**config.mk**
```make
export PLATFORM = sky130hd
export DESIGN_NAME = timing_wheel_scheduler
export DESIGN_NICKNAME = d
export VERILOG_FILES = /design/src/rtl/tws_pkg.sv /design/src/rtl/timing_wheel_scheduler.sv /design/src/rtl/tws_div.sv /design/src/rtl/tws_cell.sv
export SDC_FILE = /design/constraint.sdc
export NUM_CORES = 2
export LEC_CHECK = 0
export BUFFER_PORTS_ARGS = -buffer_cell sky130_fd_sc_hd__buf_2
export CAP_MARGIN = 20
export CORE_MARGIN = 5
export CORE_UTILIZATION = 30
export CTS_CLUSTER_DIAMETER = 120
export CTS_CLUSTER_SIZE = 30
export DETAILED_ROUTE_END_ITERATION = 16
export PLACE_DENSITY_LB_ADDON = 0.12
export SLEW_MARGIN = 20
export SYNTH_ARGS = -nofsm -noshare
export SYNTH_HDL_FRONTEND = slang
export SYNTH_SLANG_ARGS = --single-unit
export TNS_END_PERCENT = 20
```
**constraint.sdc**
```tcl
create_clock -name clk -period 6.8 [get_ports clk]
set_input_delay 1.36 -clock clk [delete_from_list [all_inputs] [get_ports clk]]
set_output_delay 1.36 -clock clk [all_outputs]
set_load 0.05 [all_outputs]
```
**src/rtl/tws_pkg.sv**
```systemverilog
// ----------------------------------------------------------------------------
// Timing wheel scheduler package
// Word types, result codes and shared constants of the timing wheel.
// ----------------------------------------------------------------------------
package tws_pkg;

	localparam int WHEEL_SLOTS_DEF = 64;
	localparam int MAX_TIMERS_DEF  = 32;

	localparam int ACT_W     = 2;
	localparam int TIMEOUT_W = 32;
	localparam int ID_W      = 5;
	localparam int SI_W      = 16;
	// A non-negative timeout has 31 magnitude bits.
	localparam int DVD_W     = TIMEOUT_W - 1;
	// The divisor reaches the slot interval times the wheel size.
	localparam int DSR_W_DEF = SI_W + $clog2(WHEEL_SLOTS_DEF);
	// Internal entry numbers cover tables of up to 64 entries.
	localparam int TOK_ID_W  = 6;

	localparam logic [ACT_W-1:0] ACT_ADD  = 2'd0;
	localparam logic [ACT_W-1:0] ACT_DEL  = 2'd1;
	localparam logic [ACT_W-1:0] ACT_TICK = 2'd2;
	localparam logic [ACT_W-1:0] ACT_NONE = 2'd3;

	typedef enum logic [2:0] {
		K_ADDED       = 3'd0,
		K_REJECTED    = 3'd1,
		K_DELETED     = 3'd2,
		K_DEL_IGNORED = 3'd3,
		K_EXPIRED     = 3'd4,
		K_TICK_DONE   = 3'd5
	} kind_t;

	typedef enum logic [1:0] {
		OP_ADD,
		OP_DEL,
		OP_TICK,
		OP_REJ
	} op_t;

	typedef struct packed {
		logic [ACT_W-1:0]            action;
		logic signed [TIMEOUT_W-1:0] timeout;
		logic [ID_W-1:0]             timer_id;
	} req_t;

	typedef struct packed {
		kind_t           kind;
		logic [ID_W-1:0] timer_id_res;
		logic            last;
	} rsp_t;

	// Command token that walks down the row of entry cells.
	typedef struct packed {
		logic                valid;
		op_t                 op;
		logic                done;
		logic [TOK_ID_W-1:0] id;
	} tok_t;

endpackage

```
**src/rtl/timing_wheel_scheduler.sv**
```systemverilog
// ----------------------------------------------------------------------------
// Timing wheel scheduler
// Single-level hashed timing wheel built as a row of timer entry cells.
// ----------------------------------------------------------------------------
// Request words arrive on req_valid/req_ready: add a timer, delete a timer or
// advance the wheel one tick. Result words leave on rsp_valid/rsp_ready; every
// request but the unused action code gives one final word with last set, and a
// tick first gives one expired word per expiring timer, in entry order.
// The slot interval register is written through cfg_we/cfg_wdata; the user
// must write it only while idle, the block itself does not enforce it.
// One request is in flight at a time. A command token walks the entry cells,
// one cell a cycle while the output is not stalled, and the next request can
// be taken once the final word shows. An add first runs the shared serial
// divider twice (timeout by slot interval times WHEEL_SLOTS for the rotations,
// then that remainder by slot interval for the slot offset).
// A result word sits in an output register; the next request is taken while
// it waits. When the receiver stalls with that register full, the whole cell
// row and the token hold until the word is taken.
// Reset empties the table, sets the current slot to zero and the slot
// interval to one.
// ----------------------------------------------------------------------------
module timing_wheel_scheduler import tws_pkg::*; #(
	parameter int WHEEL_SLOTS = WHEEL_SLOTS_DEF,
	parameter int MAX_TIMERS  = MAX_TIMERS_DEF
) (
	input  logic            clk,
	input  logic            arst_n,
	input  logic            cfg_we,
	input  logic [SI_W-1:0] cfg_wdata,
	input  logic            req_valid,
	output logic            req_ready,
	input  req_t            req,
	output logic            rsp_valid,
	input  logic            rsp_ready,
	output rsp_t            rsp
);

	localparam int SLOT_W = $clog2(WHEEL_SLOTS);
	localparam int ROT_W  = 32 - $clog2(WHEEL_SLOTS + 1);
	localparam int DSR_W  = SI_W + SLOT_W;

	typedef enum logic [2:0] {
		S_IDLE,
		S_DIV_T,
		S_DIV_W,
		S_LAUNCH,
		S_CHAIN
	} state_t;

	state_t              state_q;
	op_t                 op_q;
	logic [TOK_ID_W-1:0] id_q;
	logic [SLOT_W-1:0]   wheel_pos_q;
	logic [SLOT_W-1:0]   nslot_q;
	logic [ROT_W-1:0]    nrot_q;
	logic [SI_W-1:0]     si_q;
	logic                out_valid_q;
	rsp_t                out_q;

	logic                adv;
	logic [SI_W-1:0]     si_eff;
	logic [DSR_W-1:0]    si_span;
	logic                div_start;
	logic [DVD_W-1:0]    div_dividend;
	logic [DSR_W-1:0]    div_divisor;
	logic                div_done;
	logic [DVD_W-1:0]    div_quo;
	logic [DSR_W-1:0]    div_rem;
	logic [SLOT_W-1:0]   slot_offs;
	logic [SLOT_W:0]     slot_sum;
	logic [SLOT_W-1:0]   slot_wrap;
	tok_t                tok_head;
	tok_t                tok [MAX_TIMERS+1];
	logic [MAX_TIMERS-1:0] exp_vec;
	logic [TOK_ID_W-1:0] exp_id;
	tok_t                tok_end;
	logic                res_valid;
	rsp_t                res;

	assign adv       = !out_valid_q || rsp_ready;
	assign req_ready = (state_q == S_IDLE);
	assign si_eff    = (si_q == '0) ? SI_W'(1) : si_q;

	// First division: timeout by slot interval times wheel size gives the
	// rotations. Second: its remainder by slot interval gives the slot offset.
	always_comb begin
		si_span      = DSR_W'(si_eff) * DSR_W'(WHEEL_SLOTS);
		div_start    = ((state_q == S_IDLE) && req_valid && (req.action == ACT_ADD)
			&& !req.timeout[TIMEOUT_W-1]) || ((state_q == S_DIV_T) && div_done);
		div_dividend = (state_q == S_DIV_T) ? DVD_W'(div_rem) : req.timeout[DVD_W-1:0];
		div_divisor  = (state_q == S_DIV_T) ? DSR_W'(si_eff) : si_span;
		// A timeout below one slot interval still waits one tick.
		slot_offs    = ((nrot_q == '0) && (div_quo == '0)) ?
			SLOT_W'(1) : div_quo[SLOT_W-1:0];
		slot_sum     = {1'b0, wheel_pos_q} + {1'b0, slot_offs};
		if (slot_sum >= (SLOT_W+1)'(WHEEL_SLOTS)) begin
			slot_sum = slot_sum - (SLOT_W+1)'(WHEEL_SLOTS);
		end
		slot_wrap = slot_sum[SLOT_W-1:0];
	end

	tws_div #(
		.DSR_W (DSR_W)
	) u_div (
		.clk      (clk),
		.arst_n   (arst_n),
		.start    (div_start),
		.dividend (div_dividend),
		.divisor  (div_divisor),
		.done     (div_done),
		.quo      (div_quo),
		.rem      (div_rem)
	);

	always_comb begin
		tok_head       = '0;
		tok_head.valid = (state_q == S_LAUNCH);
		tok_head.op    = op_q;
		tok_head.id    = id_q;
	end

	assign tok[0] = tok_head;

	for (genvar i = 0; i < MAX_TIMERS; i++) begin : g_cell
		tws_cell #(
			.SLOT_W (SLOT_W),
			.ROT_W  (ROT_W),
			.IDX    (i)
		) u_cell (
			.clk       (clk),
			.arst_n    (arst_n),
			.adv       (adv),
			.wheel_pos (wheel_pos_q),
			.new_slot  (nslot_q),
			.new_rot   (nrot_q),
			.tok_i     (tok[i]),
			.tok_o     (tok[i+1]),
			.expire    (exp_vec[i])
		);
	end

	assign tok_end = tok[MAX_TIMERS];

	// Only the cell holding the token can expire, so at most one bit is set.
	always_comb begin
		exp_id = '0;
		for (int i = 0; i < MAX_TIMERS; i++) begin
			if (exp_vec[i]) begin
				exp_id = exp_id | TOK_ID_W'(i);
			end
		end
	end

	always_comb begin
		res_valid = 1'b0;
		res       = '0;
		if (tok_end.valid) begin
			res_valid = 1'b1;
			res.last  = 1'b1;
			unique case (tok_end.op)
				OP_ADD: begin
					res.kind         = tok_end.done ? K_ADDED : K_REJECTED;
					res.timer_id_res = tok_end.done ? tok_end.id[ID_W-1:0] : '0;
				end
				OP_DEL: begin
					res.kind         = tok_end.done ? K_DELETED : K_DEL_IGNORED;
					res.timer_id_res = tok_end.id[ID_W-1:0];
				end
				OP_TICK: begin
					res.kind = K_TICK_DONE;
				end
				OP_REJ: begin
					res.kind = K_REJECTED;
				end
				default: begin
					res.kind = K_REJECTED;
				end
			endcase
		end else if (|exp_vec) begin
			res_valid        = 1'b1;
			res.kind         = K_EXPIRED;
			res.timer_id_res = exp_id[ID_W-1:0];
		end
	end

	always_ff @(posedge clk or negedge arst_n) begin
		if (!arst_n) begin
			si_q <= SI_W'(1);
		end else if (cfg_we) begin
			si_q <= cfg_wdata;
		end
	end

	always_ff @(posedge clk or negedge arst_n) begin
		if (!arst_n) begin
			out_valid_q <= 1'b0;
			out_q       <= '0;
		end else if (adv) begin
			out_valid_q <= res_valid;
			out_q       <= res;
		end
	end

	always_ff @(posedge clk or negedge arst_n) begin
		if (!arst_n) begin
			state_q     <= S_IDLE;
			op_q        <= OP_ADD;
			id_q        <= '0;
			wheel_pos_q <= '0;
			nslot_q     <= '0;
			nrot_q      <= '0;
		end else begin
			unique case (state_q)
				S_IDLE: begin
					if (req_valid) begin
						id_q <= {1'b0, req.timer_id};
						unique case (req.action)
							ACT_ADD: begin
								if (req.timeout[TIMEOUT_W-1]) begin
									op_q    <= OP_REJ;
									state_q <= S_LAUNCH;
								end else begin
									op_q    <= OP_ADD;
									state_q <= S_DIV_T;
								end
							end
							ACT_DEL: begin
								op_q    <= OP_DEL;
								state_q <= S_LAUNCH;
							end
							ACT_TICK: begin
								op_q    <= OP_TICK;
								state_q <= S_LAUNCH;
							end
							ACT_NONE: begin
								state_q <= S_IDLE;
							end
							default: begin
								state_q <= S_IDLE;
							end
						endcase
					end
				end
				S_DIV_T: begin
					if (div_done) begin
						nrot_q  <= div_quo[ROT_W-1:0];
						state_q <= S_DIV_W;
					end
				end
				S_DIV_W: begin
					if (div_done) begin
						nslot_q <= slot_wrap;
						state_q <= S_LAUNCH;
					end
				end
				S_LAUNCH: begin
					if (adv) begin
						state_q <= S_CHAIN;
					end
				end
				S_CHAIN: begin
					if (tok_end.valid && adv) begin
						state_q <= S_IDLE;
						if (tok_end.op == OP_TICK) begin
							wheel_pos_q <= (wheel_pos_q == SLOT_W'(WHEEL_SLOTS - 1)) ?
								'0 : wheel_pos_q + 1'b1;
						end
					end
				end
				default: begin
					state_q <= S_IDLE;
				end
			endcase
		end
	end

	assign rsp_valid = out_valid_q;
	assign rsp       = out_q;

endmodule

```
**src/rtl/tws_div.sv**
```systemverilog
// ----------------------------------------------------------------------------
// Timing wheel divider
// Restoring divider, one quotient bit per cycle, for tick and slot math.
// ----------------------------------------------------------------------------
module tws_div import tws_pkg::*; #(
	parameter int DSR_W = DSR_W_DEF
) (
	input  logic             clk,
	input  logic             arst_n,
	input  logic             start,
	input  logic [DVD_W-1:0] dividend,
	input  logic [DSR_W-1:0] divisor,
	output logic             done,
	output logic [DVD_W-1:0] quo,
	output logic [DSR_W-1:0] rem
);

	localparam int CNT_W = $clog2(DVD_W);

	logic             busy_q;
	logic             done_q;
	logic [CNT_W-1:0] cnt_q;
	logic [DVD_W-1:0] quo_q;
	logic [DSR_W-1:0] rem_q;
	logic [DSR_W-1:0] div_q;
	logic [DSR_W:0]   trial;
	logic             fits;
	logic [DSR_W:0]   diff;

	always_comb begin
		trial = {rem_q, quo_q[DVD_W-1]};
		fits  = trial >= {1'b0, div_q};
		diff  = trial - {1'b0, div_q};
	end

	always_ff @(posedge clk or negedge arst_n) begin
		if (!arst_n) begin
			busy_q <= 1'b0;
			done_q <= 1'b0;
			cnt_q  <= '0;
		end else begin
			done_q <= 1'b0;
			if (start) begin
				busy_q <= 1'b1;
				cnt_q  <= CNT_W'(DVD_W - 1);
			end else if (busy_q) begin
				if (cnt_q == '0) begin
					busy_q <= 1'b0;
					done_q <= 1'b1;
				end else begin
					cnt_q <= cnt_q - 1'b1;
				end
			end
		end
	end

	always_ff @(posedge clk) begin
		if (start) begin
			quo_q <= dividend;
			rem_q <= '0;
			div_q <= divisor;
		end else if (busy_q) begin
			quo_q <= {quo_q[DVD_W-2:0], fits};
			rem_q <= fits ? diff[DSR_W-1:0] : trial[DSR_W-1:0];
		end
	end

	assign done = done_q;
	assign quo  = quo_q;
	assign rem  = rem_q;

endmodule

```
**src/rtl/tws_cell.sv**
```systemverilog
// ----------------------------------------------------------------------------
// Timing wheel entry cell
// Holds one timer entry and acts on the command token as it passes by.
// ----------------------------------------------------------------------------
module tws_cell import tws_pkg::*; #(
	parameter int SLOT_W = 6,
	parameter int ROT_W  = 25,
	parameter int IDX    = 0
) (
	input  logic              clk,
	input  logic              arst_n,
	input  logic              adv,
	input  logic [SLOT_W-1:0] wheel_pos,
	input  logic [SLOT_W-1:0] new_slot,
	input  logic [ROT_W-1:0]  new_rot,
	input  tok_t              tok_i,
	output tok_t              tok_o,
	output logic              expire
);

	localparam logic [TOK_ID_W-1:0] MY_ID = TOK_ID_W'(IDX);

	logic              valid_q;
	logic [SLOT_W-1:0] slot_q;
	logic [ROT_W-1:0]  rot_q;
	tok_t              tok_q;
	tok_t              tok_n;
	logic              here;
	logic              claim;
	logic              drop;
	logic              visit;

	always_comb begin
		here   = tok_i.valid && adv;
		claim  = here && (tok_i.op == OP_ADD) && !tok_i.done && !valid_q;
		drop   = here && (tok_i.op == OP_DEL) && valid_q && (tok_i.id == MY_ID);
		visit  = here && (tok_i.op == OP_TICK) && valid_q && (slot_q == wheel_pos);
		expire = visit && (rot_q == '0);
		tok_n  = tok_i;
		if (claim) begin
			tok_n.done = 1'b1;
			tok_n.id   = MY_ID;
		end
		if (drop) begin
			tok_n.done = 1'b1;
		end
	end

	always_ff @(posedge clk or negedge arst_n) begin
		if (!arst_n) begin
			valid_q <= 1'b0;
			tok_q   <= '0;
		end else begin
			if (claim) begin
				valid_q <= 1'b1;
			end else if (drop || expire) begin
				valid_q <= 1'b0;
			end
			if (adv) begin
				tok_q <= tok_n;
			end
		end
	end

	always_ff @(posedge clk) begin
		if (claim) begin
			slot_q <= new_slot;
			rot_q  <= new_rot;
		end else if (visit && !expire) begin
			rot_q <= rot_q - 1'b1;
		end
	end

	assign tok_o = tok_q;

endmodule

```
Yosys cells after proc, flatten, opt, wreduce, memory -nomap -nowiden
Cells that the tools add are included.

storage, ports and cells
  word-level logic and storage cells = 1463
  bits in registers = 1499
  input port bits = 60

cells by class
  eq/ne operators = 146
  reductions and logical operators = 666
  magnitude comparators = 2
  muxes and demuxes = 369
  add/subtract/negate cells = 37

operator list
  cell                   count
  $mux 25                98
  $logic_not 25->1       33
  $sub 25x1->25 const B  32
  $logic_and 1x1->1      389
  $mux 7                 32
  $eq 6x6->1             32
  $mux 1                 147
  $reduce_bool 2->1      65
  $mux 31                4
  $mux 5                 24
  $logic_not 1->1        97
  $eq 6x5->1 const B     16
  $eq 2x2->1 const B     36
  $mux 6                 12
  $eq 2x1->1 const B     34
  $logic_not 2->1        34
  $mux 22                3
  $mux 3                 20
  $eq 6x4->1 const B     8
  $logic_or 1x1->1       34
  $mux 16                2
  $mux 4                 8
  $reduce_or 32->1       1
  $logic_not 31->1       1
  32 further kinds       58

Depth between registers and ports, before layout
  depth in word-level cells = 41
  depth in mapped cells = 13
  depth with buffers taken out = 11

Hierarchy
Synthesis repeated with hierarchy kept, for this count alone.

unflattened totals
  cells, all modules = 8089
  area, all modules = 82127.5 um^2

modules (own cells, without submodules)
  module                            instances  sequential area each (um^2)  area each (um^2)  cells an instance
  tws_cell (g_cell[10].u_cell ...)  10         1206.2                       2298.5            225
  tws_cell (g_cell[0].u_cell ...)   7          1206.2                       2299.7            227
  tws_cell (g_cell[11].u_cell ...)  4          1206.2                       2299.7            228
  tws_cell (g_cell[13].u_cell ...)  2          1206.2                       2301.0            227
  tws_cell (g_cell[16].u_cell ...)  2          1206.2                       2297.2            225
  tws_cell (g_cell[3].u_cell ...)   2          1206.2                       2297.2            226
  tws_div                           1          2207.1                       4451.8            403
  timing_wheel_scheduler            1          1828.0                       4116.4            442
  tws_cell (g_cell[23].u_cell)      1          1206.2                       2298.5            227
  tws_cell (g_cell[27].u_cell)      1          1206.2                       2298.5            228
  tws_cell (g_cell[31].u_cell)      1          1206.2                       2298.5            229
  tws_cell (g_cell[24].u_cell)      1          1206.2                       2296.0            225
  tws_cell (g_cell[30].u_cell)      1          1206.2                       2296.0            228

Least setup slack after synthesis
OpenSTA, ideal clock, no wires.

  path type = input-to-reg
  from = input rsp_ready
  to = register g_cell[31].u_cell.rot_q[0], enable pin
  slack = 1851 ps
  cell stages on the path = 7
  path buffers = 3
  arrival = 4507 ps
  cell sequence = nand2b_1 -> buf_2 -> buf_2 -> buf_2 -> nand2_1 -> or4_1 -> o21ai_0

between the ends
  longest elaborated chain between the ends = 9
  elaborated cells between the ends (all ways) = 12

ends and longest elaborated chain
  what                             line                          RTL
  start, declared                  timing_wheel_scheduler.sv:34  input logic rsp_ready,
  $logic_or 1x1->1 (*)             timing_wheel_scheduler.sv:80  assign adv = !out_valid_q || rsp_ready;
  $logic_and 1x1->1 (*)            tws_cell.sv:34                here = tok_i.valid && adv;
  $logic_and 1x1->1 (3 in series)  tws_cell.sv:37                visit = here && (tok_i.op == OP_TICK) && valid_q && (slot_q == wheel_pos);
  $logic_and 1x1->1                tws_cell.sv:38                expire = visit && (rot_q == '0);
  $logic_not 1->1                  tws_cell.sv:69                end else if (visit && !expire) begin
  $logic_and 1x1->1                tws_cell.sv:69
  $reduce_bool 2->1 (no line) (*)  n/a
  end signal, assigned             tws_cell.sv:68                rot_q <= new_rot;
  end signal, assigned             tws_cell.sv:70                rot_q <= rot_q - 1'b1;
  end, declared                    tws_cell.sv:25                logic [ROT_W-1:0] rot_q;

Mark *: on every way between the ends. The rest lies on a longest branch, timed or not.
A chain may end at the register's enable or synchronous reset.

Worst setup path in the final report
  from = input rsp_ready
  to = register g_cell[27].u_cell.rot_q[18] (data pin)

between the ends
  longest elaborated chain between the ends = 6

ends and longest elaborated chain
  what                             line                          RTL
  $logic_or 1x1->1                 timing_wheel_scheduler.sv:80
  $logic_and 1x1->1                tws_cell.sv:34
  $logic_and 1x1->1 (3 in series)  tws_cell.sv:35                claim = here && (tok_i.op == OP_ADD) && !tok_i.done && !valid_q;
  $mux 25                          tws_cell.sv:66                if (claim) begin
  end signal, assigned             tws_cell.sv:68
  end signal, assigned             tws_cell.sv:70
  end, declared                    tws_cell.sv:25

No other way between the ends.

==> results.json <==
{
  "status": "completed",
  "setup_viol": 0,
  "ys_seq_elements": 1467,
  "slew_headroom_pct": 23.18,
  "rows": 185,
  "clock-root-buffer": "clkbuf_16",
  "fp.dieH_um": 515.1,
  "p_leak_nw": 27.30,
  "reg2reg_slack_ns": 2.48,
  "final.setup_skew_ns": 0.05188,
  "grt_util_all_layers_pct": 18.07,
  "start_util_pct": 30.14,
  "postCtsSetupRepairBufs": 0,
  "insertion_delay_ns": 0.79,
  "p_per_area_nw_per_um2": 298.5,
  "synth_area_sq_um": 76520,
  "wl_per_cell_um": 22.20,
  "ys_warn_count": 0,
  "max-cap-violations": 0,
  "clk_path_buf_depth": 3,
  "drtAntennaViolNets": 0,
  "syn_nets": 7948,
  "cts_resized": 0,
  "drc_errors": 0,
  "grt_pass1_vias": 54000,
  "antenna_found_initial": 30,
  "synth_edf_count": 1045,
  "portBuffers": 70,
  "grt_max_degree": 148,
  "gp_congestion": 0.8052,
  "h-tree-depth": 2,
  "drive_above_1_share_pct": 6.482,
  "synthDistinctLibCells": 86,
  "grt_pass1_wl_um": 364500,
  "critPathKind": "in -> reg",
  "ys_top_cells_by_count": "nand2_1 (1,676), edfxtp_1 (1,045), o21ai_0 (744), xnor2_1 (614), nor2_1 (599)",
  "coreArea_sq_um": 253900,
  "ys.flop_type": "edfxtp_1",
  "synthMostInstantiatedCell": "nand2_1",
  "dieWidth_um": 515.1,
  "cp_max_fo": 47,
  "maxSlewViolCount": 0,
  "drt-pass1-iter-count": 6,
  "seq_area_frac_synth_pct": 54.67,
  "irDropWorstVdd_v": 0.0002472,
  "max_freq_ghz": 0.2252,
  "tns_ns": 0,
  "async_flop_share_pct": 27.27,
  "viasPerCell": 5.028,
  "drt_iter0_markers": 4807,
  "synthToLayoutAreaGrowth_pct": 7.873,
  "cp-end-kind": "flop",
  "required_ns": 7.31,
  "cts_tree": "yes",
  "hold_buffers": 0,
  "layout_min_cycle_time_ns": 4.440,
  "grt.overflow.total": 0,
  "wl_um": 245000,
  "yosysTopAreaCellShare_pct": 41.01,
  "hold_path.class": "reg -> reg",
  "hpwl_um": 154700,
  "dieArea_sq_um": 265300,
  "cp-start-kind": "primary input",
  "worst_slew_pin_slew_ns": 1.152,
  "cts_sinks": 1467,
  "period_share_pct": 65.29,
  "pin_count": 71,
  "clk_pin_slew_ns": 0.12,
  "hold_viol_final": 0,
  "synth_top_cell_by_area": "edfxtp_1",
  "synth.avg_cell_area_sq_um": 9.809,
  "numCtsBuffers": 57,
  "worst_hold_slack_ns": 0.4856,
  "crit_arrival_ns": 4.95,
  "nets": 7765,
  "rsz0062_at_grt": "no",
  "syn_inst": 7801,
  "netlist_top_cells_area": "edfxtp_1 (41%), dfrtp_1 (13%), nand2_1 (8.2%), xnor2_1 (7.0%), o21ai_0 (4.9%)",
  "num_vias": 55490
}
[power by group]
part / internal, W / switching [W] / total (W)
combinational: 0.00193 / 0.00406 / 0.00599
sequential: 0.0114 / 0.00240 / 0.0138
clock: 0.00173 / 0.00309 / 0.00481
[state kept, by name, indices dropped and copies added, names as in the netlist, 6 cells and up]
| name | count |
|---|---|
| g_cell.u_cell.rot_q | 800 |
| g_cell.u_cell.slot_q | 192 |
| g_cell.u_cell.tok_o | 288 |
| g_cell.u_cell.valid_q | 32 |
| nrot_q | 25 |
| nslot_q | 6 |
| rsp | 9 |
| si_q | 16 |
| u_div.div_q | 22 |
| u_div.quo | 31 |
| u_div.rem | 22 |
| wheel_pos_q | 6 |
[final timing paths]
| path | endpoint | cells past startpoint | startpoint |
|---|---|---|---|
| setup / recovery | g_cell[27].u_cell.rot_q[18]$_DFFE_PP_ | 9 | rsp_ready |
| hold / removal | u_div.rem[21]$_SDFFE_PN0P_ | 2 | u_div.rem[21]$_SDFFE_PN0P_ |
| setup reg to reg | g_cell[27].u_cell.rot_q[18]$_DFFE_PP_ | 8 | rsp_valid$_DFFE_PN0N_ |
| hold reg to reg | u_div.rem[21]$_SDFFE_PN0P_ | 2 | u_div.rem[21]$_SDFFE_PN0P_ |
| max in group asynchronous | g_cell[4].u_cell.tok_o[9]$_DFFE_PN0N_ | 2 | arst_n |
| min in group asynchronous | si_q[4]$_DFFE_PN0P_ | 1 | arst_n |
[cell type report]
type | count | area [sq um]
fill | 25900 | 171400
sequential | 1467 | 41950
multi-input combinational | 5733 | 32540
tap | 3366 | 4212
clock buffer | 97 | 1659
timing repair buffer | 203 | 1474
inverter | 156 | 585.6
clock inverter | 11 | 113.9
antenna | 3 | 7.507
[stage by stage]
step / cells / power (W) / setup WS [ns] / cell area, sq um / util (%)
after CTS: 11030 / 0.02501 / 2.363 / 82500 / 32.49
after floorplan: 7801 / 0.01651 / 1.851 / 76520 / -
after global routing: 11030 / 0.02598 / 2.159 / 82540 / 32.51
after detailed placement: 10920 / 0.02016 / 1.507 / 80720 / 31.79
final: 11040 / 0.02464 / 2.360 / 82550 / 32.51
after global placement: 10920 / 0.02009 / 1.634 / 80680 / 31.77
[placed cells by master (no fill, tap or decap), types with 63 or more instances in the layout]
cell type,count
edfxtp_1,1045
o21ai_0,716
nor2_1,599
nand2b_1,63
nand3_1,169
xnor2_1,614
nand2_1,1673
or3_1,105
ha_1,85
inv_1,132
a31oi_1,131
buf_4,125
buf_2,69
or4_1,156
a21oi_1,194
nor3_1,227
xor2_1,260
dfrtp_1,362
nor4_1,183
[layer usage]
| layer | routed length [um] | global-route usage (%) | vias to the layer above |
|---|---|---|---|
| met2 | 115900 | 30.34 | 1085 |
| met5 | 0 | 0 | - |
| met3 | 10160 | 1.516 | 174 |
| met4 | 4062 | 3.087 | 0 |
| li1 | - | - | 26860 |
| met1 | 114900 | 25.78 | 27370 |
[worst max-delay path, stage by stage]
cell	delay (ns)
buf_2	0.17
nand2b_4	0.61
buf_4	0.49
nand2_1	0.16
or2_2	0.31
or4_1	0.70
inv_1	0.50
buf_4	0.39
o21ai_0	0.15
[logic make-up after synthesis]
family | after synthesis | share of synthesized area [%]
multiplexers | 57 | 0.8225
AND/OR/NAND/NOR | 3528 | 21.60
XOR/XNOR | 874 | 10.00
flip-flops | 1467 | 54.67
buffers and inverters | 601 | 3.030
AO/OA/AOI/OAI | 1187 | 8.435
adder cells (fa/ha/maj) | 87 | 1.442
Power figures use the tool's default switching activity.
